<file path="config.mk">
export PLATFORM = sky130hd
export DESIGN_NAME = vfcm_vgen
export DESIGN_NICKNAME = d
export VERILOG_FILES = /design/src/vfcm_pkg.sv /design/src/vfcm_vgen.sv
export SDC_FILE = /design/constraint.sdc
export NUM_CORES = 1
export LEC_CHECK = 0
export ABC_AREA = 1
export BUFFER_PORTS_ARGS = -buffer_cell sky130_fd_sc_hd__buf_2
export CORE_MARGIN = 5
export CORE_UTILIZATION = 35
export CTS_CLUSTER_DIAMETER = 80
export DETAILED_ROUTE_END_ITERATION = 10
export GPL_TIMING_DRIVEN = 0
export HOLD_SLACK_MARGIN = 0.03
export SLEW_MARGIN = 20
export SYNTH_ARGS = -nofsm -noshare
export SYNTH_HDL_FRONTEND = slang
export SYNTH_SLANG_ARGS = --single-unit
</file>
<file path="constraint.sdc">
create_clock -name clk -period 4.07 [get_ports clk]
set_input_delay 0.814 -clock clk [delete_from_list [all_inputs] [get_ports clk]]
set_output_delay 0.814 -clock clk [all_outputs]
set_load 0.05 [all_outputs]
</file>
<file path="src/vfcm_pkg.sv">
package vfcm_pkg;

  // Chunk geometry. The edge is a power of two, so a cell index is the
  // concatenation {x, y, z} of three coordinate fields.
  localparam int CHUNK_EDGE = 32;
  localparam int COORD_W    = $clog2(CHUNK_EDGE);
  localparam int CELL_W     = 3 * COORD_W;
  localparam int CELLS      = CHUNK_EDGE * CHUNK_EDGE * CHUNK_EDGE;

  localparam int TYPE_W     = 8;
  localparam int CORNER_W   = 6;
  localparam int TEX_W      = 5;
  localparam int FACE_W     = 3;
  localparam int VTX_W      = 3;
  localparam int FACE_COUNT = 6;
  localparam int VTX_COUNT  = 6;

  localparam logic [COORD_W-1:0] COORD_TOP = COORD_W'(CHUNK_EDGE - 1);
  localparam logic [CELL_W-1:0]  CELL_LAST = CELL_W'(CELLS - 1);
  localparam logic [VTX_W-1:0]   VTX_LAST  = VTX_W'(VTX_COUNT - 1);

  // Register indexes. The index is the word address on the register port.
  localparam logic REG_AIR_CODE = 1'b0;

  // Item modes.
  localparam logic MODE_WRITE = 1'b0;
  localparam logic MODE_EMIT  = 1'b1;

  // Face codes, in emission order.
  localparam logic [FACE_W-1:0] FACE_NZ = 3'd0;
  localparam logic [FACE_W-1:0] FACE_PZ = 3'd1;
  localparam logic [FACE_W-1:0] FACE_NX = 3'd2;
  localparam logic [FACE_W-1:0] FACE_PX = 3'd3;
  localparam logic [FACE_W-1:0] FACE_NY = 3'd4;
  localparam logic [FACE_W-1:0] FACE_PY = 3'd5;
  localparam logic [FACE_W-1:0] FACE_END = FACE_W'(FACE_COUNT);

  // Corner offsets {x, y, z} per face and vertex.
  localparam logic [2:0] CORNER_TAB [FACE_COUNT][VTX_COUNT] = '{
    '{3'b000, 3'b100, 3'b110, 3'b110, 3'b010, 3'b000},
    '{3'b001, 3'b101, 3'b111, 3'b111, 3'b011, 3'b001},
    '{3'b011, 3'b010, 3'b000, 3'b000, 3'b001, 3'b011},
    '{3'b111, 3'b110, 3'b100, 3'b100, 3'b101, 3'b111},
    '{3'b000, 3'b100, 3'b101, 3'b101, 3'b001, 3'b000},
    '{3'b010, 3'b110, 3'b111, 3'b111, 3'b011, 3'b010}
  };

  // Texture corner offsets {u, v} per vertex.
  localparam logic [1:0] UV_TAB [VTX_COUNT] = '{
    2'b01, 2'b11, 2'b10, 2'b10, 2'b00, 2'b01
  };

  typedef struct packed {
    logic                mode;
    logic [CELL_W-1:0]   cell_index;
    logic [TYPE_W-1:0]   wr_type;
  } in_item_t;

  typedef struct packed {
    logic [CORNER_W-1:0] corner_x;
    logic [CORNER_W-1:0] corner_y;
    logic [CORNER_W-1:0] corner_z;
    logic [TYPE_W-1:0]   vertex_type;
    logic [FACE_W-1:0]   face;
    logic [TEX_W-1:0]    tex_u;
    logic [TEX_W-1:0]    tex_v;
    logic                last;
  } out_item_t;

  // Access to the block store: one write and one read address per cycle.
  typedef struct packed {
    logic                we;
    logic [CELL_W-1:0]   waddr;
    logic [TYPE_W-1:0]   wdata;
    logic [CELL_W-1:0]   raddr;
  } store_req_t;

  // One vertex to be built and loaded into the output register.
  typedef struct packed {
    logic                fire;
    logic [COORD_W-1:0]  x;
    logic [COORD_W-1:0]  y;
    logic [COORD_W-1:0]  z;
    logic [TYPE_W-1:0]   vtype;
    logic [FACE_W-1:0]   face;
    logic [VTX_W-1:0]    vtx;
    logic                last;
  } vtx_req_t;

endpackage

</file>
<file path="src/vfcm_vgen.sv">
module vfcm_vgen (
  input  logic                 clk,
  input  logic                 rst_n,
  input  vfcm_pkg::vtx_req_t   req,
  output logic                 slot_free,
  output logic                 out_valid,
  input  logic                 out_stall,
  output vfcm_pkg::out_item_t  out_data
);

  logic                out_valid_r;
  vfcm_pkg::out_item_t out_data_r;
  vfcm_pkg::out_item_t vtx_nxt;
  logic [2:0]          corner;
  logic [1:0]          uv;

  assign slot_free = !out_valid_r || !out_stall;

  always_comb begin
    corner               = vfcm_pkg::CORNER_TAB[req.face][req.vtx];
    uv                   = vfcm_pkg::UV_TAB[req.vtx];
    vtx_nxt.corner_x     = vfcm_pkg::CORNER_W'(req.x) + vfcm_pkg::CORNER_W'(corner[2]);
    vtx_nxt.corner_y     = vfcm_pkg::CORNER_W'(req.y) + vfcm_pkg::CORNER_W'(corner[1]);
    vtx_nxt.corner_z     = vfcm_pkg::CORNER_W'(req.z) + vfcm_pkg::CORNER_W'(corner[0]);
    vtx_nxt.vertex_type  = req.vtype;
    vtx_nxt.face         = req.face;
    vtx_nxt.tex_u        = vfcm_pkg::TEX_W'(req.vtype[3:0]) + vfcm_pkg::TEX_W'(uv[1]);
    vtx_nxt.tex_v        = vfcm_pkg::TEX_W'(req.vtype[7:4]) + vfcm_pkg::TEX_W'(uv[0]);
    vtx_nxt.last         = req.last;
  end

  always_ff @(posedge clk) begin
    if (!rst_n) begin
      out_valid_r <= 1'b0;
    end else if (slot_free) begin
      out_valid_r <= req.fire;
    end
  end

  always_ff @(posedge clk) begin
    if (slot_free && req.fire) begin
      out_data_r <= vtx_nxt;
    end
  end

  assign out_valid = out_valid_r;
  assign out_data  = out_data_r;

endmodule

</file>
=== Yosys cells after proc, flatten, opt, wreduce, memory -nomap -nowiden ===
Memories as Yosys holds them, arrays and structs flattened.
Cells that the tools add are included.
W data, S select, Z words.

* Register bits after elaboration: 41
* ROM bits: 160
* Input bits: 34
* Output and inout bits: 42
* Word-level logic and storage cells: 31
* Memories: 2

{| class="wikitable"
|+ Memories
! name !! depth !! width !! rd ports !! clocked after Yosys merged registers in !! write ports !! line !! text
|-
| (name not given) || 8 || 18 || 1 || 0 || 0 || vfcm_vgen.sv:20 || <nowiki>corner = vfcm_pkg::CORNER_TAB[req.face][req.vtx];</nowiki>
|-
| (name not given) || 8 || 2 || 1 || 0 || 0 || vfcm_vgen.sv:21 || <nowiki>uv = vfcm_pkg::UV_TAB[req.vtx];</nowiki>
|}

* Add/subtract/negate cells: 5
* Order comparisons: 2
* Multiplexer cells: 7
* Bitwise gates (word level): 2
* Reductions and logical operators: 4

{| class="wikitable"
|+ Operators with widths
! cell !! number
|-
| $mux W18 || 2
|-
| $add A5 B1 Y6 || 3
|-
| $add A4 B1 Y5 || 2
|-
| $bmux W3 S3 || 1
|-
| $ge A4 B4 Y1 const B || 2
|-
| $not A3 Y4 || 2
|-
| $mux W3 || 2
|-
| $mux W2 || 2
|-
| $logic_not A1 Y1 || 2
|-
| $logic_and A1 B1 Y1 || 1
|-
| $logic_or A1 B1 Y1 || 1
|}

=== Longest topological paths before layout ===
* Depth after elaboration: 8
* Gate-level depth with buffers: 9
* Mapped depth without buffers: 9

=== Worst setup path before layout ===
OpenSTA, ideal clock, no wires.

* Kind: input port to flip-flop
* From: in req[30] in the netlist's numbering
* To: reg out_data_r, in the netlist out_data[0], enable pin
* Arrival: 2,813 ps
* Required time: 3,619 ps
* Path slack: 806 ps
* Stages: 2
* Path buffers: 0
* Cells stage by stage: inv_1 a21oi_1

* Cells in the longest elaborated chain, start to end: 1

{| class="wikitable"
|+ RTL lines
! element !! line !! text
|-
| start: declaration || vfcm_vgen.sv:4 || <nowiki>input vfcm_pkg::vtx_req_t req,</nowiki>
|-
| $logic_and A1 B1 Y1 || vfcm_vgen.sv:41 || <nowiki>if (slot_free && req.fire) begin</nowiki>
|-
| end signal: assignment || vfcm_vgen.sv:42 || <nowiki>out_data_r <= vtx_nxt;</nowiki>
|-
| end: declaration || vfcm_vgen.sv:12 || <nowiki>vfcm_pkg::out_item_t out_data_r;</nowiki>
|}

No other way between the ends.
A chain may end at the register's enable or synchronous reset.

=== Worst setup path after layout ===
* From: in out_stall
* To: out slot_free

* Cells in the longest elaborated chain, start to end: 2

{| class="wikitable"
|+ RTL lines
! element !! line !! text
|-
| start: declaration || vfcm_vgen.sv:7 || <nowiki>input logic out_stall,</nowiki>
|-
| $logic_not A1 Y1 || vfcm_vgen.sv:17 || <nowiki>assign slot_free = !out_valid_r || !out_stall;</nowiki>
|-
| $logic_or A1 B1 Y1 || vfcm_vgen.sv:17 ||
|-
| end: declaration || vfcm_vgen.sv:5 || <nowiki>output logic slot_free,</nowiki>
|}

No other way between the ends.

==> flow_metrics.tcl <==
set metrics [dict create \
    ys_warn_count 0 \
    start_util_pct 36.21 \
    wl_per_cell_um 11.71 \
    vias_per_cell 4.209 \
    clockBufferDepth 2 \
    grt_pass1_vias 1143 \
    cts.repair.resized 0 \
    pin_count 76 \
    max_freq_ghz 0.4811 \
    nets 249 \
    hold_viol 0 \
    port_buffers 75 \
    row_count 25 \
    syn_area_per_cell_um2 14.14 \
    critPathLaunch "out_stall" \
    h-tree-depth 2 \
    status "complete, no violations" \
    core_area_um2 4723 \
    critPathMaxFanout 2 \
    regArea_um2 1221 \
    area_growth_pct 36.43 \
    worstMarginPinSlew_ns 0.4604 \
    dp_slack_ns 1.835 \
    finalSetupViolCount 0 \
    vdd_ir_drop_max_v 0.0001315 \
    drt-pass1-iter-count 4 \
    startpoint_type "primary input" \
    path_class "in -> out" \
    synth_cell_type_count 14 \
    clkLatencyLatePin_ns 0.28 \
    cts-root-buf "clkbuf_8" \
    dieArea_um2 6385 \
    clk_pin_slew_worst_paths_ns 0.07 \
    cts_sinks 41 \
    finClkSkew_ns 0.002989 \
    drv_slew 0 \
    diodes 0 \
    hold_slack_ns 0.5269 \
    dpl.cell_count 265 \
    filler_cell_count 427 \
    grt_pass1_wl_mm 5.112 \
    hp-class "reg -> reg" \
    setup_ws_ns 1.991 \
    post_cts_buffers 0 \
    grt_start_max_net_pins 18 \
    grtUsageTotal_pct 10.68 \
    min_from "out_valid" \
    rsz0062_at_grt "no" \
    dp.final_hpwl_mm 2.652 \
    fp.dieH_um 79.91 \
    p_per_area_nw_per_um2 441.4 \
    yosysSeqAreaShare_pct 71.40 \
    finalNonFillerCells 273 \
    drc 0 \
    slew_headroom_pct 69.24 \
    via_count 1149 \
    crit_path_end_kind "primary output" \
    synth_cells 121 \
    cts_tree "done" \
    wirelength_mm 3.196 \
    cts_buffers 5 \
    ys_ff_latch 41 \
    period_share_pct 51.07 \
    die_w_um 79.91 \
    drtIter0Drc 41 \
    crit-reg2reg-launch "out_valid" \
    synthesis.area_um2 1710 \
    fin_crit_ns 2.079 \
    required_ns 3.26 \
    antenna_found_initial 0 \
    worstPathArrival_ns 1.26 \
    maxCapViolations 0 \
    multi_input_area_um2 432.9 \
    ant_nets 0 \
    p_leak_nw 1.063 \
    grt-ovfl-total 0 \
    cts_hold_buf 0 \
    synthesis.nets 165 \
    drive_above_1_share_pct 42.72 \
    gp_congestion 0.7990 \
]
critical path: stages:
cell and delay, ns:
buf_2 0.12, nand2_1 0.07, buf_2 0.26
metrics by stage:
stage          instance area, um^2  total power [mW]  util, %  TNS (ns)
6_report                      2333             1.030    49.40         0
5_1_grt                       2333             1.077    49.40         0
4_1_cts                       2333             1.041    49.40         0
3_5_place_dp                  2223            0.7285    47.07         0
3_3_place_gp                  2170            0.7212    45.93    -6.221
2_1_floorplan                 1710            0.6632        -         0
per-layer routing:
layer / share of wire [%] / global-route usage [%] / wire (um)
met5: 0 / 0 / 0
met4: 2.1 / 4.561 / 68
met3: 7.8 / 4.289 / 250
met2: 50 / 17.96 / 1603
met1: 40 / 11.87 / 1274
layout make-up:
type	instances	share of cell area (%)
Inverter	18	2.895
Sequential cell	41	52.33
Clock inverter	3	1.769
Multi-Input combinational cell	62	18.55
Timing Repair Buffer	77	17.91
Tap cell	67	3.592
Clock buffer	5	2.949
synthesized netlist by cell type (all sizes together):
library cell  count  area [um^2]
edfxtp           40         1201
ha               10        125.1
nor2              7        28.78
a21boi            1        7.510
o21ai             1        8.760
dfxtp             1        20.02
nand3            11        55.05
nand2            12        47.55
inv              18        67.56
a21oi             4        20.02
xor2             13        113.9
nor3              3        15.01
power breakdown:
part | internal [mW] | switching, mW | total (mW)
Combinational | 0.0521 | 0.156 | 0.208
Sequential | 0.501 | 0.00689 | 0.507
Clock | 0.180 | 0.134 | 0.314
flip-flops by register name, indices dropped and copies added (netlist names):
signal / cells
out_data: 40
out_valid: 1
placed cells by master (no fill, tap or decap):
| cell | n |
|---|---|
| a21boi_0 | 1 |
| a21oi_1 | 3 |
| a21oi_4 | 1 |
| buf_16 | 1 |
| buf_2 | 75 |
| buf_8 | 1 |
| bufinv_16 | 1 |
| clkbuf_8 | 5 |
| clkinv_1 | 1 |
| clkinvlp_4 | 1 |
| dfxtp_1 | 1 |
| edfxtp_1 | 40 |
| ha_1 | 10 |
| inv_1 | 18 |
| nand2_1 | 11 |
| nand2_2 | 1 |
| nand3_1 | 11 |
| nor2_1 | 6 |
| nor2_2 | 1 |
| nor3_1 | 3 |
| o21ai_2 | 1 |
| xor2_1 | 13 |
path summary, 6_finish.rpt:
| check | endpoint | slack [ns] | cells after the start |
|---|---|---|---|
| setup / recovery | slot_free | 1.99 | 3 |
| hold / removal | out_valid | 0.53 | 2 |
| setup reg to reg | out_data[35] | 2.65 | 3 |
| hold reg to reg | out_valid | 0.53 | 2 |
cell families after synthesis:
family,synth area share (%)
AO/OA/AOI/OAI,2.122
flip-flops,71.40
buffers and inverters,3.950
AND/OR/NAND/NOR,8.559
adder cells (fa/ha/maj),7.315
XOR/XNOR,6.657
No activity file was read; power rests on OpenSTA's default activity.
