$ cat config.mk
export PLATFORM = sky130hd
export DESIGN_NAME = vfcm_ctrl
export DESIGN_NICKNAME = d
export VERILOG_FILES = /design/src/vfcm_pkg.sv /design/src/vfcm_ctrl.sv
export SDC_FILE = /design/constraint.sdc
export NUM_CORES = 1
export LEC_CHECK = 0
export BUFFER_PORTS_ARGS = -buffer_cell sky130_fd_sc_hd__buf_2
export CAP_MARGIN = 20
export CELL_PAD_IN_SITES_DETAIL_PLACEMENT = 0
export CELL_PAD_IN_SITES_GLOBAL_PLACEMENT = 1
export CORE_ASPECT_RATIO = 0.5
export CORE_UTILIZATION = 30
export CTS_CLUSTER_DIAMETER = 80
export DETAILED_ROUTE_END_ITERATION = 12
export PLACE_DENSITY_LB_ADDON = 0.1
export SLEW_MARGIN = 30
export SYNTH_ARGS = -nofsm -noshare
export SYNTH_HDL_FRONTEND = slang
export SYNTH_SLANG_ARGS = --single-unit
$ cat constraint.sdc
create_clock -name clk -period 3.1 [get_ports clk]
set_input_delay 0.775 -clock clk [delete_from_list [all_inputs] [get_ports clk]]
set_output_delay 0.775 -clock clk [all_outputs]
set_load 0.005 [all_outputs]
$ cat src/vfcm_pkg.sv
package vfcm_pkg;

  // Chunk geometry. The edge is a power of two, so a cell index is the
  // concatenation {x, y, z} of three coordinate fields.
  localparam int CHUNK_EDGE = 32;
  localparam int COORD_W    = $clog2(CHUNK_EDGE);
  localparam int CELL_W     = 3 * COORD_W;
  localparam int CELLS      = CHUNK_EDGE * CHUNK_EDGE * CHUNK_EDGE;

  localparam int TYPE_W     = 8;
  localparam int CORNER_W   = 6;
  localparam int TEX_W      = 5;
  localparam int FACE_W     = 3;
  localparam int VTX_W      = 3;
  localparam int FACE_COUNT = 6;
  localparam int VTX_COUNT  = 6;

  localparam logic [COORD_W-1:0] COORD_TOP = COORD_W'(CHUNK_EDGE - 1);
  localparam logic [CELL_W-1:0]  CELL_LAST = CELL_W'(CELLS - 1);
  localparam logic [VTX_W-1:0]   VTX_LAST  = VTX_W'(VTX_COUNT - 1);

  // Register indexes. The index is the word address on the register port.
  localparam logic REG_AIR_CODE = 1'b0;

  // Item modes.
  localparam logic MODE_WRITE = 1'b0;
  localparam logic MODE_EMIT  = 1'b1;

  // Face codes, in emission order.
  localparam logic [FACE_W-1:0] FACE_NZ = 3'd0;
  localparam logic [FACE_W-1:0] FACE_PZ = 3'd1;
  localparam logic [FACE_W-1:0] FACE_NX = 3'd2;
  localparam logic [FACE_W-1:0] FACE_PX = 3'd3;
  localparam logic [FACE_W-1:0] FACE_NY = 3'd4;
  localparam logic [FACE_W-1:0] FACE_PY = 3'd5;
  localparam logic [FACE_W-1:0] FACE_END = FACE_W'(FACE_COUNT);

  // Corner offsets {x, y, z} per face and vertex.
  localparam logic [2:0] CORNER_TAB [FACE_COUNT][VTX_COUNT] = '{
    '{3'b000, 3'b100, 3'b110, 3'b110, 3'b010, 3'b000},
    '{3'b001, 3'b101, 3'b111, 3'b111, 3'b011, 3'b001},
    '{3'b011, 3'b010, 3'b000, 3'b000, 3'b001, 3'b011},
    '{3'b111, 3'b110, 3'b100, 3'b100, 3'b101, 3'b111},
    '{3'b000, 3'b100, 3'b101, 3'b101, 3'b001, 3'b000},
    '{3'b010, 3'b110, 3'b111, 3'b111, 3'b011, 3'b010}
  };

  // Texture corner offsets {u, v} per vertex.
  localparam logic [1:0] UV_TAB [VTX_COUNT] = '{
    2'b01, 2'b11, 2'b10, 2'b10, 2'b00, 2'b01
  };

  typedef struct packed {
    logic                mode;
    logic [CELL_W-1:0]   cell_index;
    logic [TYPE_W-1:0]   wr_type;
  } in_item_t;

  typedef struct packed {
    logic [CORNER_W-1:0] corner_x;
    logic [CORNER_W-1:0] corner_y;
    logic [CORNER_W-1:0] corner_z;
    logic [TYPE_W-1:0]   vertex_type;
    logic [FACE_W-1:0]   face;
    logic [TEX_W-1:0]    tex_u;
    logic [TEX_W-1:0]    tex_v;
    logic                last;
  } out_item_t;

  // Access to the block store: one write and one read address per cycle.
  typedef struct packed {
    logic                we;
    logic [CELL_W-1:0]   waddr;
    logic [TYPE_W-1:0]   wdata;
    logic [CELL_W-1:0]   raddr;
  } store_req_t;

  // One vertex to be built and loaded into the output register.
  typedef struct packed {
    logic                fire;
    logic [COORD_W-1:0]  x;
    logic [COORD_W-1:0]  y;
    logic [COORD_W-1:0]  z;
    logic [TYPE_W-1:0]   vtype;
    logic [FACE_W-1:0]   face;
    logic [VTX_W-1:0]    vtx;
    logic                last;
  } vtx_req_t;

endpackage

$ cat src/vfcm_ctrl.sv
module vfcm_ctrl (
  input  logic                             clk,
  input  logic                             rst_n,
  input  logic                             in_valid,
  input  vfcm_pkg::in_item_t               in_data,
  output logic                             idle,
  input  logic [vfcm_pkg::TYPE_W-1:0]      air_code,
  output vfcm_pkg::store_req_t             store_req,
  input  logic [vfcm_pkg::TYPE_W-1:0]      rd_data,
  input  logic                             slot_free,
  output vfcm_pkg::vtx_req_t               vtx_req
);

  typedef enum logic [2:0] {
    ST_CLEAR,
    ST_IDLE,
    ST_CENTER,
    ST_NBR,
    ST_START,
    ST_EMIT
  } state_t;

  state_t                          state_r, state_nxt;
  logic [vfcm_pkg::CELL_W-1:0]     clr_cnt_r, clr_cnt_nxt;
  logic [vfcm_pkg::COORD_W-1:0]    x_r, x_nxt, y_r, y_nxt, z_r, z_nxt;
  logic [vfcm_pkg::TYPE_W-1:0]     type_r, type_nxt;
  logic [vfcm_pkg::FACE_W-1:0]     f_r, f_nxt;
  logic                            chk_r, chk_nxt;
  logic [vfcm_pkg::FACE_W-1:0]     chk_face_r, chk_face_nxt;
  logic [vfcm_pkg::FACE_COUNT-1:0] mask_r, mask_nxt;
  logic [vfcm_pkg::FACE_W-1:0]     face_r, face_nxt;
  logic [vfcm_pkg::VTX_W-1:0]      vtx_r, vtx_nxt;

  logic                            nbr_in;
  logic [vfcm_pkg::COORD_W-1:0]    nx, ny, nz;
  logic                            first_found, more_found;
  logic [vfcm_pkg::FACE_W-1:0]     first_face, more_face;

  // Neighbor across face f_r and whether it lies inside the chunk.
  always_comb begin
    nx     = x_r;
    ny     = y_r;
    nz     = z_r;
    nbr_in = 1'b0;
    unique case (f_r)
      vfcm_pkg::FACE_NZ: begin
        nbr_in = (z_r != '0);
        nz     = z_r - 1'b1;
      end
      vfcm_pkg::FACE_PZ: begin
        nbr_in = (z_r != vfcm_pkg::COORD_TOP);
        nz     = z_r + 1'b1;
      end
      vfcm_pkg::FACE_NX: begin
        nbr_in = (x_r != '0);
        nx     = x_r - 1'b1;
      end
      vfcm_pkg::FACE_PX: begin
        nbr_in = (x_r != vfcm_pkg::COORD_TOP);
        nx     = x_r + 1'b1;
      end
      vfcm_pkg::FACE_NY: begin
        nbr_in = (y_r != '0);
        ny     = y_r - 1'b1;
      end
      vfcm_pkg::FACE_PY: begin
        nbr_in = (y_r != vfcm_pkg::COORD_TOP);
        ny     = y_r + 1'b1;
      end
      default: begin
        nbr_in = 1'b0;
      end
    endcase
  end

  // Lowest open face overall, and lowest open face above the current one.
  always_comb begin
    first_found = 1'b0;
    first_face  = '0;
    more_found  = 1'b0;
    more_face   = '0;
    for (int i = vfcm_pkg::FACE_COUNT - 1; i >= 0; i--) begin
      if (mask_r[i]) begin
        first_found = 1'b1;
        first_face  = vfcm_pkg::FACE_W'(i);
        if (vfcm_pkg::FACE_W'(i) > face_r) begin
          more_found = 1'b1;
          more_face  = vfcm_pkg::FACE_W'(i);
        end
      end
    end
  end

  always_comb begin
    state_nxt    = state_r;
    clr_cnt_nxt  = clr_cnt_r;
    x_nxt        = x_r;
    y_nxt        = y_r;
    z_nxt        = z_r;
    type_nxt     = type_r;
    f_nxt        = f_r;
    chk_nxt      = chk_r;
    chk_face_nxt = chk_face_r;
    mask_nxt     = mask_r;
    face_nxt     = face_r;
    vtx_nxt      = vtx_r;

    idle            = 1'b0;
    store_req.we    = 1'b0;
    store_req.waddr = in_data.cell_index;
    store_req.wdata = in_data.wr_type;
    store_req.raddr = in_data.cell_index;

    vtx_req.fire  = 1'b0;
    vtx_req.x     = x_r;
    vtx_req.y     = y_r;
    vtx_req.z     = z_r;
    vtx_req.vtype = type_r;
    vtx_req.face  = face_r;
    vtx_req.vtx   = vtx_r;
    vtx_req.last  = (vtx_r == vfcm_pkg::VTX_LAST) && !more_found;

    unique case (state_r)
      ST_CLEAR: begin
        store_req.we    = 1'b1;
        store_req.waddr = clr_cnt_r;
        store_req.wdata = '0;
        clr_cnt_nxt     = clr_cnt_r + 1'b1;
        if (clr_cnt_r == vfcm_pkg::CELL_LAST) begin
          state_nxt = ST_IDLE;
        end
      end
      ST_IDLE: begin
        idle = 1'b1;
        if (in_valid) begin
          if (in_data.mode == vfcm_pkg::MODE_WRITE) begin
            store_req.we = 1'b1;
          end else begin
            // The center cell read is issued with the transfer itself.
            x_nxt     = in_data.cell_index[vfcm_pkg::CELL_W-1 -: vfcm_pkg::COORD_W];
            y_nxt     = in_data.cell_index[vfcm_pkg::COORD_W +: vfcm_pkg::COORD_W];
            z_nxt     = in_data.cell_index[0 +: vfcm_pkg::COORD_W];
            state_nxt = ST_CENTER;
          end
        end
      end
      ST_CENTER: begin
        type_nxt = rd_data;
        mask_nxt = '0;
        f_nxt    = '0;
        chk_nxt  = 1'b0;
        state_nxt = (rd_data == air_code) ? ST_IDLE : ST_NBR;
      end
      ST_NBR: begin
        // Result of the previous neighbor read lands this cycle.
        if (chk_r) begin
          mask_nxt[chk_face_r] = (rd_data == air_code);
        end
        if (f_r != vfcm_pkg::FACE_END) begin
          store_req.raddr = {nx, ny, nz};
          chk_nxt         = nbr_in;
          chk_face_nxt    = f_r;
          if (!nbr_in) begin
            mask_nxt[f_r] = 1'b1;
          end
          f_nxt = f_r + 1'b1;
        end else begin
          chk_nxt   = 1'b0;
          state_nxt = ST_START;
        end
      end
      ST_START: begin
        face_nxt  = first_face;
        vtx_nxt   = '0;
        state_nxt = first_found ? ST_EMIT : ST_IDLE;
      end
      ST_EMIT: begin
        vtx_req.fire = slot_free;
        if (slot_free) begin
          if (vtx_r == vfcm_pkg::VTX_LAST) begin
            vtx_nxt = '0;
            if (more_found) begin
              face_nxt = more_face;
            end else begin
              state_nxt = ST_IDLE;
            end
          end else begin
            vtx_nxt = vtx_r + 1'b1;
          end
        end
      end
      default: begin
        state_nxt = ST_IDLE;
      end
    endcase
  end

  always_ff @(posedge clk) begin
    if (!rst_n) begin
      state_r    <= ST_CLEAR;
      clr_cnt_r  <= '0;
      f_r        <= '0;
      chk_r      <= 1'b0;
      chk_face_r <= '0;
      mask_r     <= '0;
      face_r     <= '0;
      vtx_r      <= '0;
    end else begin
      state_r    <= state_nxt;
      clr_cnt_r  <= clr_cnt_nxt;
      f_r        <= f_nxt;
      chk_r      <= chk_nxt;
      chk_face_r <= chk_face_nxt;
      mask_r     <= mask_nxt;
      face_r     <= face_nxt;
      vtx_r      <= vtx_nxt;
    end
  end

  always_ff @(posedge clk) begin
    x_r    <= x_nxt;
    y_r    <= y_nxt;
    z_r    <= z_nxt;
    type_r <= type_nxt;
  end

endmodule

Word-level counts from Yosys, hierarchy flattened
Index checks and enable logic that the tools add are counted. Widths: inputs -> output; s select.

Register bits after elaboration: 60. Bits of input ports: 44. Logic and storage cells: 154.

$add $sub $neg: 9. Magnitude comparators: 10. Equal/unequal tests: 26. Muxes and demuxes: 79. Bitwise gates (word level): 1. Reductions and logical operators: 17.

Operators with widths (count): $mux 3 (32); $mux 15 (2); $pmux 5 s2 (3); $mux 1 (25); $mux 6 (4); $mux 23 (1); $ne 2x2->1 const B (9); $pmux 3 s2 (3); $pmux 3 s6 (1); $add 15x1->15 const B (1); $add 5x1->5 const B (3); $eq 15x15->1 const B (1); $eq 3x3->1 const B (5); $ne 5x5->1 const B (3); $reduce_bool 5->1 (3); $sub 5x1->5 const B (3); $eq 3x2->1 const B (4); $pmux 6 s2 (1); $eq 8x8->1 (1); $lt 3x4->1 const B (2); $reduce_and 7->1 (1); $add 3x1->3 const B (2); $bwmux 6 (1); $demux 1 s3 (2); 17 further kinds (29).

Depth between registers and ports, before layout
Gate-level depths: netlist (run 1).

Word-level depth: 17. Gate-level depth with buffers: 11. Depth with buffers taken out: 10.

Worst setup path after synthesis (run 1)
No wires, ideal clock.

Path type: register to output. Start: register f_r[1] in the netlist's numbering. End: output store_req[9] in the netlist's numbering. Arrival time: 2.159 ns. Path slack: 0.166 ns. Cell stages (with the launch flop): 12. Cells stage by stage: dfxtp_1 -> clkbuf_1 -> inv_1 -> ha_1 -> nand2_1 -> inv_1 -> fa_1 -> o21bai_1 -> a21oi_1 -> xor2_1 -> mux2i_1 -> o21ai_0.

RTL lines: start, declared (line vfcm_ctrl.sv:27) `logic [vfcm_pkg::FACE_W-1:0] f_r, f_nxt;`; start signal, assigned (line vfcm_ctrl.sv:211) `f_r <= f_nxt;`; end, declared (line vfcm_ctrl.sv:8) `output vfcm_pkg::store_req_t store_req,`.

==> impl_metrics.env, run 1 <==
export IMPL_relSlewSlack=0.4681
export IMPL_cts_tree="built"
export IMPL_crit_path_end="store_req[8]"
export IMPL_rows=29
export IMPL_p_comb_frac=0.051
export IMPL_worstSetupPathType="reg2out"
export IMPL_grt_antenna_before_repair=0
export IMPL_viasPerCell=4.934
export IMPL_switchingPower_mw=0.4222
export IMPL_top_layer="met4"
export IMPL_finalPower_mw=1.901
export IMPL_drt_wl_total_mm=12.26
export IMPL_fin_crit_sh=0.9845
export IMPL_cts_clk_slew_worst_paths_ps=60
export IMPL_yosysTopAreaCell="dfxtp_1"
export IMPL_worst_pin_slew_ps=794.3
export IMPL_maxSlewViolCount=0
export IMPL_m1WireLength_mm=6.432
export IMPL_rrSetupSlack_ps=670
export IMPL_insertedDiodeCount=0
export IMPL_vdd_ir_drop_worst_v=0.0001746
export IMPL_clockPowerShare=0.515
export IMPL_cp_max_fo=6
export IMPL_setup_violations=0
export IMPL_worst_path_stages=11
export IMPL_p_int_mw=1.479
export IMPL_synthArstFlopShare=0
export IMPL_critPathMaxStageDelay_ps=370
export IMPL_post_route_util=0.4163
export IMPL_powerDensity_mw_per_mm2=351.6
export IMPL_crit_slowest_cell="dfxtp_4"
export IMPL_firstDrtPassIters=4
export IMPL_critPathCaptureType="output pin"
export IMPL_post_route_min_period_ps=3052
export IMPL_synth_nets=572
export IMPL_critical_path_top_delay_family="compound AO/OA/AOI/OAI gates"
export IMPL_die_h_um=84.54
export IMPL_synth_warnings=0
export IMPL_synth_seq_area_share=0.3502
export IMPL_synth_flop_cell="dfxtp_1"
export IMPL_track_usage=0.1767
export IMPL_syn_area_mm2=0.004088
export IMPL_regToRegEndpoint="mask_r[5]"
export IMPL_vias=3982
export IMPL_postRouteAntennaNets=0
export IMPL_outcome="completed"
export IMPL_drv_cap=0
export IMPL_synth_enable_flop_cells=23
export IMPL_io_pins=115
export IMPL_htreeDepth=3
export IMPL_wl_met3_um=396
export IMPL_grt_pass1_wl_mm=19.58
export IMPL_clk_latency_ps=330
export IMPL_cp_arrival_ps=2280
export IMPL_ys_seq_elements=60
export IMPL_setup_worst_path_start="f_r[1]"
export IMPL_seqPwrFrac=0.434
export IMPL_synth_cells=502
export IMPL_dp_hpwl_mm=8.925
export IMPL_grt_pass1_vias=3695
export IMPL_die_area_mm2=0.01412
export IMPL_switching_share=0.2221
export IMPL_clock_sinks=60
export IMPL_hold_class="reg2reg"
export IMPL_fin_nets=702
export IMPL_synth_cell_types=60
export IMPL_r2r_cells=9
export IMPL_finClkSkew_ps=7.471
export IMPL_root_buffer="clkbuf_16"
export IMPL_start_util=0.3147
export IMPL_drtIter0Drc=153
export IMPL_synth_area_leaders="dfxtp_1 18%, edfxtp_1 17%, nand2_1 8.7%"
export IMPL_postSynthAreaPerCell_um2=8.143
export IMPL_critical_path_cell_chain="inv_4 -> ha_4 -> nand2_2 -> inv_4 -> ha_1 -> nand2b_1 -> a21oi_2 -> nor3_1 -> o31ai_1 -> o21ai_1 -> buf_2"
export IMPL_wl_per_cell_um=15.19
export IMPL_drive_gt1_frac=0.2857
export IMPL_cp_data_required_time_ps=2320
export IMPL_grt_max_degree=29
export IMPL_finalHoldViolations=0
export IMPL_cts_buffers=9
export IMPL_cp_num_buf_inv=3
export IMPL_syn2layout_area_growth_pct=32.29
export IMPL_r2r_start="f_r[1]"
export IMPL_port_buffers=114
export IMPL_timing_fmax_ghz=0.3276
export IMPL_drc_errors=0
export IMPL_wl_met2_mm=5.395
export IMPL_critical_path_most_common_cell="inv_4"
export IMPL_p_leak_nw=2.347
export IMPL_gp_congestion=0.8035
export IMPL_clock_path_buffers=2
export IMPL_yosysTopAreaCellShare=0.1812
export IMPL_start_kind="register"
export IMPL_core_mm2=0.01299
export IMPL_grt_overflow=0
export IMPL_grt_setup_unrepaired="true"
export IMPL_die_w_um=167.1
[cells by family after synthesis]
group / count (synthesis) / share of synthesized area
AND/OR/NAND/NOR: 221 / 0.2611
AO/OA/AOI/OAI: 115 / 0.1785
flip-flops: 60 / 0.3502
buffers and inverters: 41 / 0.03887
XOR/XNOR: 30 / 0.06428
adder cells (fa/ha/maj): 26 / 0.08509
multiplexers: 9 / 0.02204
[cells in the mapped netlist, drive strengths merged (3+ instances only)]
cell and instances:
nand2 95, nand4 7, nor2 34, o21a 6, or4 5, and2 13, nor3 12, o21ai 33
fa 3, a2111oi 3, nor4 9, a21oi 32, o41ai 3, xnor2 20, nand3b 4, inv 16
dfxtp 37, edfxtp 23, mux2i 9, o22ai 7, buf 3, clkbuf 21, a21o 7, or3 7
nor2b 3, nand2b 11, xor2 10, ha 23, nand3 8
[layout by cell type, fill, tap and decap left out, types with 4 or more instances in the layout]
cell,instances
ha_1,18
buf_2,114
nor2_1,34
edfxtp_1,23
nand3b_1,4
and2_1,12
ha_4,5
a21o_1,7
mux2i_1,9
inv_1,12
xnor2_1,20
o21ai_0,28
a21oi_1,29
o22ai_1,7
o21ai_1,5
nand3_1,8
dfxtp_1,35
nand4_1,7
nand2b_1,11
xor2_1,10
nand2_1,93
o21a_1,6
buf_4,28
clkbuf_16,9
nor4_1,8
or4_1,5
or3_1,7
nor3_1,11
[metrics by stage]
stage | hold slack, ps | instances | worst slack (ps) | area (µm²) | setup TNS, ps
3_5_place_dp | 504.2 | 781 | 130.7 | 4942 | 0
2_1_floorplan | 471.5 | 502 | 165.6 | 4088 | 0
6_report | 514.4 | 807 | 47.94 | 5408 | 0
4_1_cts | 513.4 | 797 | -27.56 | 5269 | -53.27
5_1_grt | 562.5 | 807 | -94.23 | 5408 | -258.8
3_3_place_gp | 498.1 | 781 | 160.0 | 4942 | 0
[metal layers]
metal  vias up  GRT usage
li1       2053          -
met2        63     0.2754
met5         -          0
met3         2    0.04196
met4         0    0.04377
met1      1864     0.2452
[repair_timing]
action / 4_1_cts / 5_1_grt
gates resized for setup: 14 / 18
hold buffers: 0 / 0
pin swaps: 1 / 13
endpoints found under the setup margin: 6 / 7
buffers inserted: 0 / 10
[final cells by class]
type,count,area (µm²)
clock buffers,10,229.0
fillers,1371,7582
repair buffers,143,800.8
well taps,170,212.7
inverters,17,73.82
clock inverters,6,55.05
flip-flops and latches,60,1439
multi-input cells,401,2597
[how the worst min path moves through the flow]
stage | to | depth (start not counted) | slack, ps | startpoint
finish | clr_cnt_r[1] | 2 | 510 | clr_cnt_r[1]
global route | clr_cnt_r[1] | 2 | 560 | clr_cnt_r[1]
CTS | clr_cnt_r[1] | 2 | 510 | clr_cnt_r[1]
detailed placement | clr_cnt_r[1] | 2 | 500 | clr_cnt_r[1]
global placement | clr_cnt_r[1] | 2 | 500 | clr_cnt_r[1]
floorplan | clr_cnt_r[14] | 2 | 470 | clr_cnt_r[14]
[state kept, by name, indices dropped and copies added (netlist names)]
register    count
chk_face_r      3
chk_r           1
clr_cnt_r      15
f_r             3
face_r          3
mask_r          6
state_r         3
type_r          8
vtx_r           3
x_r             5
y_r             5
z_r             5
[power groups by stage]
stage	Sequential [mW]	Combinational, mW	Clock, mW
2_1_floorplan	0.842	0.0376	0
6_report	0.824	0.0978	0.979
3_5_place_dp	0.843	0.0991	0
4_1_cts	0.825	0.0997	1.01
5_1_grt	0.825	0.110	1.04
3_3_place_gp	0.843	0.0983	0
[worst reg2reg max path: cells and delay by family, from the launching register on]
kind	cells	cell delay [ps]
AO/OA/AOI/OAI	4	1260
adder cells (fa/ha/maj)	3	440
flip-flops	1	370
buffers and inverters	2	230
(Power assumes the default switching activity.)
==> inputs of run 2 (changes only) <==
--- a/config.mk
+++ b/config.mk
@@ -11,9 +11,11 @@
 export CELL_PAD_IN_SITES_GLOBAL_PLACEMENT = 1
 export CORE_ASPECT_RATIO = 0.5
 export CORE_UTILIZATION = 30
+export CTS_BUF_LIST = sky130_fd_sc_hd__clkbuf_4 sky130_fd_sc_hd__clkbuf_8
 export CTS_CLUSTER_DIAMETER = 80
 export DETAILED_ROUTE_END_ITERATION = 12
 export PLACE_DENSITY_LB_ADDON = 0.1
+export SETUP_SLACK_MARGIN = 0.5
 export SLEW_MARGIN = 30
 export SYNTH_ARGS = -nofsm -noshare
 export SYNTH_HDL_FRONTEND = slang
==> run 2 against run 1 <==
Compared with the run above: die area unchanged; sequential cell count unchanged; hold slack about the same; clock skew about the same; global-route usage increased by 0.47 points; first-iteration DRC count increased by 27%; critical path type unchanged; highest routed layer unchanged.
==> impl_metrics.env, run 2 (synthesis gave the netlist of run 1 again) <==
export IMPL_dp_hpwl_mm=9.169
export IMPL_powerDensity_mw_per_mm2=284.8
export IMPL_cts_buffers=9
export IMPL_grt_met2_usage=0.2803
export IMPL_cp_max_fo=5
export IMPL_busiest_layer="met2"
export IMPL_insertedDiodeCount=0
export IMPL_clock_path_buffers=2
export IMPL_vdd_ir_drop_worst_v=0.0001355
export IMPL_cp_data_required_time_ps=2320
export IMPL_relSlewSlack=0.5253
export IMPL_regToRegEndpoint="state_r[2]"
export IMPL_gp_congestion=0.7880
export IMPL_grt_setup_unrepaired="true"
export IMPL_grt_met3_usage=0.04008
export IMPL_drt_wl_total_mm=12.61
export IMPL_finClkSkew_ps=7.155
export IMPL_reg_largest_list="clr_cnt_r (15), type_r (8), mask_r (6)"
export IMPL_drc_errors=0
export IMPL_die_w_um=167.1
export IMPL_finalPower_mw=1.608
export IMPL_setup_worst_path_start="f_r[1]"
export IMPL_drive_gt1_frac=0.3521
export IMPL_start_util=0.3147
export IMPL_p_leak_nw=2.442
export IMPL_worstSetupPathType="reg2out"
export IMPL_grt_pass1_wl_mm=20.33
export IMPL_start_kind="register"
export IMPL_min_from="clr_cnt_r[14]"
export IMPL_hold_class="reg2reg"
export IMPL_clk_latency_ps=350
export IMPL_crit_path_end="store_req[4]"
export IMPL_drtIter0Drc=195
export IMPL_fin_nets=721
export IMPL_wl_per_cell_um=15.26
export IMPL_rrSetupSlack_ps=700
export IMPL_grt_pass1_vias=3840
export IMPL_setup_violations=0
export IMPL_ctsHoldBuffers=0
export IMPL_layout_common_cells="114 x buf_2, 93 x nand2_1, 44 x buf_4"
export IMPL_rows=29
export IMPL_r2r_start="f_r[0]"
export IMPL_die_area_mm2=0.01412
export IMPL_met1_usage=0.2543
export IMPL_root_buffer="clkbuf_8"
export IMPL_cts_tree="built"
export IMPL_drv_cap=0
export IMPL_track_usage=0.1814
export IMPL_grt_antenna_before_repair=0
export IMPL_die_h_um=84.54
export IMPL_viasPerCell=4.961
export IMPL_clock_sinks=60
export IMPL_worst_pin_slew_ps=708.9
export IMPL_finalHoldViolations=0
export IMPL_cts_clk_slew_worst_paths_ps=70
export IMPL_grt_max_degree=27
export IMPL_largest_register="clr_cnt_r"
export IMPL_whs_ps=514.2
export IMPL_critPathCaptureType="output pin"
export IMPL_largest_reg_flops=15
export IMPL_vias=4098
export IMPL_timing_fmax_ghz=0.3259
export IMPL_layout_cells_most_common="buf_2"
export IMPL_grt_overflow=0
export IMPL_fin_crit_sh=0.9898
export IMPL_io_pins=115
export IMPL_maxSlewViolCount=0
export IMPL_htreeDepth=3
export IMPL_postRouteAntennaNets=0
export IMPL_core_mm2=0.01299
export IMPL_outcome="completed"
export IMPL_syn2layout_area_growth_pct=38.08
export IMPL_port_buffers=114
export IMPL_r2r_cells=9
export IMPL_post_route_util=0.4345
export IMPL_firstDrtPassIters=4
export IMPL_post_route_min_period_ps=3068
export IMPL_cp_arrival_ps=2290
## run 2: final cells by class
type	instances	area, µm²
fillers	1370	7346
multi-input cells	401	2770
flip-flops and latches	60	1445
repair buffers	162	954.7
well taps	170	212.7
clock buffers	14	173.9
inverters	17	77.57
clock inverters	2	10.01
## run 2: worst min-delay path by stage
stage	end	slack [ps]	depth (start not counted)
global placement	clr_cnt_r[14]	500	2
CTS	clr_cnt_r[14]	510	2
finish	clr_cnt_r[14]	510	2
floorplan	clr_cnt_r[14]	470	2
detailed placement	clr_cnt_r[14]	500	2
global route	clr_cnt_r[14]	540	2
## run 2: per-stage QoR
stage	setup WS [ps]	setup TNS [ps]	area, µm²	cells
final	31.51	0	5644	826
after global routing	-119.1	-247.3	5644	826
after CTS	19.14	0	5479	818
after detailed placement	99.02	0	4992	779
after global placement	187.5	0	4992	779
after floorplan	457.9	0	4160	502
## run 2: where the power goes
part / internal, mW / switching, mW
Combinational: 0.0461 / 0.0516
Clock: 0.359 / 0.327
Sequential: 0.818 / 0.00518
Total: 1.22 / 0.384
## run 2: metal layers
layer | up-vias | share of wire
li1 | 2088 | -
met1 | 1894 | 0.51
met2 | 101 | 0.43
met3 | 15 | 0.047
met4 | 0 | 0.0094
met5 | - | 0
## run 2: timing repair
action,CTS,global route
setup buffers,23,8
pin swaps,21,19
endpoints found under the setup margin,21,16
gates resized for setup,39,20
## run 2: worst max-delay path, cell delays in order (launching register included)
cell     delay [ps]
dfxtp_4         370
inv_4            60
ha_4            170
nand2_4          80
fa_2            350
a21o_1          170
a21oi_2         160
mux2i_2         240
xnor2_1         150
o21ai_1          70
buf_2           120
==> inputs of run 3 (changes only) <==
--- a/config.mk
+++ b/config.mk
@@ -10,6 +10,7 @@
 export CELL_PAD_IN_SITES_DETAIL_PLACEMENT = 0
 export CELL_PAD_IN_SITES_GLOBAL_PLACEMENT = 1
 export CORE_ASPECT_RATIO = 0.5
+export CORE_MARGIN = 2
 export CORE_UTILIZATION = 30
 export CTS_BUF_LIST = sky130_fd_sc_hd__clkbuf_4 sky130_fd_sc_hd__clkbuf_8
 export CTS_CLUSTER_DIAMETER = 80
==> run 3 against run 2 <==
Compared with the run above: the flow now finishes with violations (setup timing); critical path depth unchanged; clock power up 20%; global-route usage down 0.079 points; clock skew grew 9.8 ps; cell count grew 1.5%; power up 8.5%; combinational power is 2% higher; sequential cell count did not move; worst setup slack got worse by 32 ps.
==> impl_metrics.env, run 3 (synthesis gave the netlist of run 1 again) <==
export IMPL_port_buffers=114
export IMPL_grt_setup_unrepaired="true"
export IMPL_cp_max_fo=5
export IMPL_io_pins=115
export IMPL_fin_crit_sh=1.000
export IMPL_post_route_util=0.4290
export IMPL_layout_cells_most_common="buf_2"
export IMPL_grt_antenna_before_repair=0
export IMPL_layout_common_cells="114 x buf_2, 91 x nand2_1, 45 x buf_4"
export IMPL_outcome="complete, but fails checks"
export IMPL_die_h_um=86.54
export IMPL_cp_data_required_time_ps=2320
export IMPL_post_route_min_period_ps=3101
export IMPL_fin_ws_ps=-0.9595
export IMPL_fin_nets=727
export IMPL_grt_pass1_vias=3922
export IMPL_timing_fmax_ghz=0.3225
export IMPL_dp_hpwl_mm=9.131
export IMPL_critical_path_top_delay_family="adder cells"
export IMPL_reg_largest_list="clr_cnt_r (15), type_r (8), mask_r (6)"
export IMPL_critPathCaptureType="output pin"
export IMPL_fillers=1394
export IMPL_clk_latency_ps=360
export IMPL_postRouteAntennaNets=0
export IMPL_htreeDepth=3
export IMPL_cp_arrival_ps=2330
export IMPL_root_buffer="clkbuf_8"
export IMPL_grt_max_degree=27
export IMPL_cts_clk_slew_worst_paths_ps=80
export IMPL_syn2layout_area_growth_pct=41.02
export IMPL_critPathMaxStageDelay_ps=370
export IMPL_critical_path_cell_chain="inv_4 -> ha_4 -> nand2_4 -> fa_2 -> a21o_1 -> a21oi_2 -> mux2i_1 -> xnor2_1 -> o21ai_1 -> buf_2"
export IMPL_clock_path_buffers=2
export IMPL_firstDrtPassIters=4
export IMPL_clock_sinks=60
export IMPL_maxSlewViolCount=0
export IMPL_grt_overflow=0
export IMPL_cp_num_buf_inv=2
export IMPL_tns_ps=-0.9595
export IMPL_ctsHoldBuffers=0
export IMPL_relSlewSlack=0.5214
export IMPL_largest_register="clr_cnt_r"
export IMPL_viasPerCell=4.858
export IMPL_insertedDiodeCount=0
export IMPL_rows=30
export IMPL_regToRegEndpoint="state_r[1]"
export IMPL_finClkSkew_ps=17.00
export IMPL_rrSetupSlack_ps=870
export IMPL_track_usage=0.1806
export IMPL_core_mm2=0.01344
export IMPL_worst_pin_slew_ps=717.9
export IMPL_p_leak_nw=2.521
export IMPL_drv_cap=0
export IMPL_cts_tree="built"
export IMPL_setup_violations=1
export IMPL_start_kind="register"
export IMPL_r2r_start="clr_cnt_r[8]"
export IMPL_gp_congestion=0.7884
export IMPL_violations="setup timing"
export IMPL_die_area_mm2=0.01463
export IMPL_hold_class="reg2reg"
export IMPL_drive_gt1_frac=0.3565
export IMPL_vdd_ir_drop_worst_v=0.0002132
export IMPL_finalHoldViolations=0
export IMPL_largest_reg_flops=15
export IMPL_start_util=0.3042
export IMPL_die_w_um=169.1
export IMPL_drtIter0Drc=138
export IMPL_min_from="clr_cnt_r[14]"
export IMPL_wl_per_cell_um=15.81
export IMPL_r2r_cells=6
export IMPL_hold_depth=2
export IMPL_powerDensity_mw_per_mm2=302.5
export IMPL_cts_buffers=9
export IMPL_crit_slowest_cell="dfxtp_4"
export IMPL_drt_wl_total_mm=13.25
export IMPL_grt_pass1_wl_mm=20.56
export IMPL_hold_path_end="clr_cnt_r[14]"
export IMPL_worstSetupPathType="reg2out"
export IMPL_drc_errors=0
export IMPL_vias=4071
run 3: cell types whose count changed in the layout (fill, tap and decap cells not counted), sizes merged:
cell	previous run	this run
buf	162	167
inv	15	16
clkbuf	14	11
bufinv	0	2
clkinv	3	4
run 3: worst min-delay path: stages, from the launching register on:
cell     delay, ps
dfxtp_1        340
o21ai_0         80
a21oi_1         60
run 3: stage by stage:
stage	hold slack (ps)	instances	power (mW)	setup slack, ps	area, µm²
finish	516.1	838	1.744	-0.9595	5764
global route	529.4	838	1.808	-99.20	5764
CTS	510.2	827	1.774	25.57	5603
detailed placement	495.1	786	0.9403	208.6	4995
global placement	497.2	786	0.9402	252.9	4995
floorplan	471.5	502	0.8789	457.9	4160
run 3: worst max-delay path by stage:
| stage | start | to | slack (ps) | cells past startpoint |
|---|---|---|---|---|
| 2_1_floorplan | f_r[1] | store_req[9] | 460 | 11 |
| 3_3_place_gp | f_r[1] | store_req[9] | 250 | 11 |
| 3_5_place_dp | f_r[1] | store_req[9] | 210 | 11 |
| 4_1_cts | f_r[1] | store_req[4] | 30 | 10 |
| 5_1_grt | f_r[1] | store_req[4] | -100 | 10 |
| 6_report | f_r[1] | store_req[4] | -1 | 10 |
run 3: repair_timing:
action                     4_1_cts  5_1_grt
setup buffers                   23       10
pin swaps                       22       16
setup endpoints to repair       16       28
cloned                           2        1
resized for setup               44       18
run 3: power breakdown:
part | switching (mW) | leakage (nW) | internal (mW)
Combinational | 0.0527 | 1.90 | 0.0468
Clock | 0.358 | 0.114 | 0.464
Sequential | 0.00503 | 0.510 | 0.817
run 3: layout make-up:
class                      instances  area [µm²]  share of cell area
clock buffer                      10       131.4             0.02279
clock inverter                     6       88.84             0.01541
inverter                          17       75.07             0.01302
multi-input combinational        401        2728              0.4732
sequential                        60        1448              0.2511
tap                              176       220.2             0.03820
timing repair buffer             168        1074              0.1862
run 3: layer usage:
metal,global-route usage,wire [µm]
met1,0.2463,6651
met5,0,0
met2,0.2925,5945
met3,0.04155,558
met4,0.04429,95
